==> config.mk <==
export PLATFORM = sky130hd
export DESIGN_NAME = xlb_cell
export DESIGN_NICKNAME = d
export VERILOG_FILES = /design/src/hdl/xlb_pkg.sv /design/src/hdl/xlb_cell.sv
export SDC_FILE = /design/constraint.sdc
export NUM_CORES = 1
export LEC_CHECK = 0
export ABC_CLOCK_PERIOD_IN_PS = 1150
export BUFFER_PORTS_ARGS = -buffer_cell sky130_fd_sc_hd__buf_4
export CORE_MARGIN = 2
export CORE_UTILIZATION = 35
export CTS_CLUSTER_SIZE = 12
export DETAILED_ROUTE_END_ITERATION = 8
export PLACE_DENSITY = 0.74
export RECOVER_POWER = 25
export SYNTH_ARGS = -nofsm -noshare
export SYNTH_HDL_FRONTEND = slang
export SYNTH_SLANG_ARGS = --single-unit
==> constraint.sdc <==
create_clock -name clock -period 1.15 [get_ports clock]
set_input_delay 0.23 -clock clock [delete_from_list [all_inputs] [get_ports clock]]
set_output_delay 0.23 -clock clock [all_outputs]
set_load 0.03 [all_outputs]
==> src/hdl/xlb_pkg.sv <==
// shared types and constants for the xor linear basis engine
package xlb_pkg;

   localparam int Width = 62;
   localparam int CntW  = 63;
   localparam int IdxW  = 6;

   typedef logic [Width-1:0] vec_type;
   typedef logic [CntW-1:0]  cnt_type;
   typedef logic [IdxW-1:0]  idx_type;

   typedef enum logic [2:0] {
      CMD_INSERT   = 3'd0,
      CMD_CONTAINS = 3'd1,
      CMD_MAX      = 3'd2,
      CMD_MIN      = 3'd3,
      CMD_KSMALL   = 3'd4,
      CMD_KLARGE   = 3'd5,
      CMD_COUNT    = 3'd6,
      CMD_CLEAR    = 3'd7
   } cmd_type;

   // per-cell control for the row of cells that holds the rotating data
   typedef struct packed {
      logic    write;
      logic    clear;
      vec_type wdata;
   } cell_ctl_type;

endpackage

==> src/hdl/xlb_cell.sv <==
// one basis row cell: holds a vector and passes it to its neighbour each cycle that shift is high
module xlb_cell (
   input  logic             clock,
   input  logic             reset,
   input  logic             shift,
   input  xlb_pkg::cell_ctl_type ctl,
   input  xlb_pkg::vec_type row_prev,
   output xlb_pkg::vec_type row_out
);
   import xlb_pkg::*;

   vec_type row_ff, row_in;

   always_comb begin
      row_in = row_ff;
      if (ctl.clear) begin
         row_in = '0;
      end else if (ctl.write) begin
         row_in = ctl.wdata;
      end else if (shift) begin
         row_in = row_prev;
      end
   end

   always_ff @(posedge clock) begin
      if (reset) begin
         row_ff <= '0;
      end else begin
         row_ff <= row_in;
      end
   end

   assign row_out = row_ff;
endmodule

==> results of run 1 <==
-- kinds of logic (layout without fill, tap and decap cells) --
| logic type | Yosys count | in the layout | synth area share, % |
|---|---|---|---|
| AOI/OAI and AO/OA | 62 | 62 | 18.4 |
| muxes | 62 | 62 | 27.3 |
| DFF | 62 | 62 | 36.7 |
| and+or+nand+nor | 63 | 63 | 12.0 |
| buffers and inverters | 26 | 218 | 5.59 |
-- cell type report --
class,instances,area [sq um],area share (%)
timing repair buffer,203,1600,32.0
sequential,62,1240,24.8
multi-input combinational,187,1850,36.9
tap,129,161,3.22
clock buffer,10,128,2.55
clock inverter,5,27.5,0.549
-- final timing paths --
kind	cells after the start	slack [ns]	endpoint
worst min-delay path	3	0.21	row_out[42]$_SDFFE_PP0P_
worst max-delay path	1	0.06	row_out[5]
worst min register to register	2	0.58	row_out[49]$_SDFFE_PP0P_
worst max register to register	2	0.24	row_out[50]$_SDFFE_PP0P_
-- layer usage --
metal / share of wire, % / vias to the layer above / track usage [%] / wire, microns
li1: - / 1369 / - / -
met1: 42 / 1317 / 19.6 / 3670
met2: 49 / 124 / 27.2 / 4260
met3: 8.1 / 11 / 4.38 / 712
met4: 1.3 / 0 / 5.85 / 115
met5: 0 / - / 0 / 0
-- metrics by stage --
stage / worst slack, ns / cell area [sq um] / hold WS (ns) / total power, uW / cells
CTS: 0.0298 / 5130 / 0.184 / 5410 / 596
global placement: -0.100 / 4970 / 0.540 / 3760 / 581
floorplan: 0.0259 / 3380 / 0.450 / 3170 / 275
finish: 0.0590 / 5010 / 0.210 / 5230 / 596
detailed placement: -0.128 / 4970 / 0.546 / 3790 / 581
global route: 0.0111 / 5010 / 0.187 / 5500 / 596
-- power groups by stage --
stage                     logic [uW]  clock network (uW)  registers [uW]
after detailed placement        1420                   0            2360
after global routing            1420                1750            2320
after floorplan                  608                   0            2570
final                           1330                1580            2310
after global placement          1400                   0            2360
after CTS                       1430                1660            2320
-- Yosys cell counts --
| cell type | n | area, sq um |
|---|---|---|
| buf_2 | 13 | 65.1 |
| buf_6 | 1 | 11.3 |
| buf_8 | 6 | 90.1 |
| clkbuf_1 | 6 | 22.5 |
| dfxtp_1 | 62 | 1240 |
| mux2_2 | 2 | 22.5 |
| mux2_4 | 60 | 901 |
| nand2b_1 | 50 | 313 |
| nor2_1 | 1 | 3.75 |
| o211a_1 | 62 | 621 |
| or2b_1 | 12 | 90.1 |
==> flow_summary.yaml, run 1 <==
outcome:
  status: "finished, final reports clean"
drt:
  drtIter0Drc: 49
  post_drt_wl_per_cell_microns: 14.7
  vias_per_cell: 4.73
  finalWirelength_microns: 8750
  drt_pass1_iterations: 4
  postRouteAntennaNets: 0
  drc: 0
  vias: 2821
layout:
  synthToLayoutAreaGrowth_pct: 48.2
  drive_above_1_share_pct: 53.7
  mostFrequentLayoutCell: "buf_4"
  final_cell_mix: "196 x buf_4, 62 x o211a_1, 62 x dfxtp_1"
  diodes: 0
  fillCellCount: 873
  fin_nets: 592
  utilization_pct: 53.7
  largest_register_ff_count: 62
global_route:
  grt_pass1_vias: 2804
  antenna_found_initial: 0
  grt_max_degree: 47
  track_usage_pct: 16.1
  grt_pass1_wl_microns: 13200
  overflow: 0
cts:
  clockBufferDepth: 2
  cts_max_level: 3
  root_buffer: "clkbuf_8"
  clk_latency_ns: 0.33
  cts_setup_buffers: 0
  cts_hold_buffers: 0
  cts_resized: 0
  path_clk_slew_ns: 0.07
  cts_tree: "built"
  numCtsBuffers: 9
  cts_sinks: 62
critical_path:
  slowest_delay_ns: 0.36
  r2r_start: "row_out[50]$_SDFFE_PP0P_"
  cp_cell_sequence: "buf_4"
  worst-path-buf-inv: 1
  endpoint_kind: "output pin"
  slowest_stage: "dfxtp_1"
  critPathTopFamily: "flip-flops"
  critPathKind: "flop to output pin"
  crit_path_max_fanout: 2
  cp.required_ns: 0.92
  crit_start: "row_out[5]$_SDFFE_PP0P_"
  critPathLaunchType: "flop"
  crit_arrival_ns: 0.86
min_path:
  hp-start: "ctl[42]"
  hp-class: "input port to flop"
sta:
  final_max_slew_viol_count: 0
  setup_violations: 0
  slew_headroom_pct: 76.2
  rsz0062_at_grt: "false"
  final-hold-violation-count: 0
  worst_slew_pin_slew_ns: 0.357
  post-route-min-period_ns: 1.09
  fmax_ghz: 0.917
  tns_ns: 0
  final.period_utilization_pct: 94.9
  finClkSkew_ns: 0
die:
  rows: 35
  start_util_pct: 36.2
  die_area_sq_um: 10500
  io_pins: 191
  die_y_microns: 102
  dieWidth_microns: 102
  core-area_sq_um: 9330
pwr:
  internal_power_uw: 3770
  p_sw_uw: 1460
  combPwrFrac_pct: 25.5
  power_leakage_uw: 0.00296
  peakVddDrop_uv: 517
  power_frac_seq_pct: 44.2
  swShare_pct: 27.8
  power.density_nw_per_um2: 1040
  clkPwrFrac_pct: 30.3
synthesis:
  synth_seq_cells: 62
  synth_fp_nets: 404
  syn_inst: 275
  synth-seq-area-share_pct: 36.7
  yosys_warnings: 0
  avgSynthCellArea_sq_um: 12.3
  synth_cell_types: 11
  netlist_area_sq_um: 3380
placed_design:
  gp_congestion: 0.787
  dp_hpwl_microns: 6420
  port_buffers: 190
job:
  cap_violations: 0
(Power assumes the default switching activity.)
==> run 2, diff against run 1 <==
CORE_ASPECT_RATIO = 1.75   (was unset)
==> flow_summary.yaml, run 2 (synthesis gave the netlist of run 1 again) <==
outcome:
  status: "finished, final reports clean"
pwr:
  power_frac_seq_pct: 34.8
  internal_power_uw: 5110
  power.density_nw_per_um2: 1280
  clkPwrFrac_pct: 44.8
  peakVddDrop_uv: 1240
  combPwrFrac_pct: 20.4
  p_sw_uw: 1550
  power_leakage_uw: 0.00307
  swShare_pct: 23.3
placed_design:
  port_buffers: 190
  dp_hpwl_microns: 6880
  gp_congestion: 0.754
  place_area_sq_um: 5000
sta:
  fmax_ghz: 0.934
  setup_violations: 0
  post-route-min-period_ns: 1.07
  slew_headroom_pct: 81.7
  finClkSkew_ns: 0
  rsz0062_at_grt: "false"
  final-hold-violation-count: 0
  final_max_slew_viol_count: 0
  worst_slew_pin_slew_ns: 0.275
  final.period_utilization_pct: 93.1
layout:
  drive_above_1_share_pct: 55.0
  fillCellCount: 836
  mostFrequentLayoutCell: "buf_4"
  diodes: 0
  utilization_pct: 55.5
  synthToLayoutAreaGrowth_pct: 54.4
  fin_area_sq_um: 5220
  final_cell_mix: "194 x buf_4, 62 x o211a_1, 62 x dfxtp_1"
  fin_nets: 593
  largest_register_ff_count: 62
critical_path:
  crit_arrival_ns: 0.84
  slowest_stage: "dfxtp_1"
  critPathTopFamily: "flip-flops"
  cp.required_ns: 0.92
  cp_cell_sequence: "buf_4"
  critPathLaunchType: "flop"
  slowest_delay_ns: 0.35
  critPathKind: "flop to output pin"
  worst-path-buf-inv: 1
  endpoint_kind: "output pin"
  r2r_slack_ns: 0.21
  crit_path_max_fanout: 2
global_route:
  overflow: 0
  antenna_found_initial: 0
  grt_max_degree: 42
  grt_pass1_wl_microns: 14600
  grt_pass1_vias: 3158
  track_usage_pct: 17.4
die:
  die_area_sq_um: 10500
  die_y_microns: 134
  io_pins: 191
  start_util_pct: 35.9
  rows: 47
  dieWidth_microns: 78.3
  core-area_sq_um: 9410
cts:
  cts_hold_buffers: 0
  root_buffer: "clkbuf_16"
  cts_resized: 0
  path_clk_slew_ns: 0.06
  clockBufferDepth: 2
  cts_setup_buffers: 0
  cts_sinks: 62
  numCtsBuffers: 9
  clk_latency_ns: 0.32
  cts_max_level: 3
  cts_tree: "built"
drt:
  drc: 0
  finalWirelength_microns: 9140
  post_drt_wl_per_cell_microns: 15.5
  drtIter0Drc: 84
  vias_per_cell: 4.89
  drt_pass1_iterations: 5
  vias: 2889
  postRouteAntennaNets: 0
min_path:
  hp-class: "input port to flop"
job:
  cap_violations: 0
[run 2: cell count changes in the layout (fill, tap and decap cells not counted), sizes merged]
cell,before,now
bufinv,0,2
clkbuf,10,14
clkinv,4,1
clkinvlp,1,0
[run 2: routing by layer]
layer	routed length, microns	global-route usage (%)	share of wire, %	vias to the layer above
met4	272	8.58	3.0	0
met1	3200	17.2	35	1378
met3	594	4.24	6.5	20
li1	-	-	-	1370
met5	0	0	0	-
met2	5080	33.0	56	121
[run 2: metrics by stage]
step,hold slack (ns),std cells,setup slack [ns],total power [uW],setup TNS [ns]
after floorplan,0.450,275,0.0259,3170,0
after global placement,0.540,575,-0.104,3770,-4.64
after detailed placement,0.546,575,-0.117,3800,-5.65
after CTS,0.205,591,0.0517,6840,0
after global routing,0.223,591,0.0400,6950,0
final,0.217,591,0.0793,6660,0
[run 2: worst paths after layout]
check                                               from                  endpoint  cells past startpoint
worst max-delay path            row_out[26]$_SDFFE_PP0P_               row_out[26]                      1
worst max register to register  row_out[51]$_SDFFE_PP0P_  row_out[51]$_SDFFE_PP0P_                      2
worst min register to register   row_out[1]$_SDFFE_PP0P_   row_out[1]$_SDFFE_PP0P_                      2
worst min-delay path                             ctl[52]  row_out[52]$_SDFFE_PP0P_                      3
[run 2: area by class of cell]
type                            instances  area, sq um  share of cell area [%]
Timing Repair Buffer                  204         1620                    31.1
Tap cell                              122          153                    2.92
Sequential cell                        62         1240                    23.8
Multi-Input combinational cell        187         1870                    35.8
Clock inverter                          3         65.1                    1.25
Clock buffer                           13          270                    5.18
[run 2: power groups by stage]
stage / clock, uW / combinational, uW / sequential [uW]
CTS: 3080 / 1450 / 2320
detailed placement: 0 / 1440 / 2360
global placement: 0 / 1410 / 2360
floorplan: 0 / 608 / 2570
global route: 3180 / 1450 / 2330
finish: 2990 / 1360 / 2320
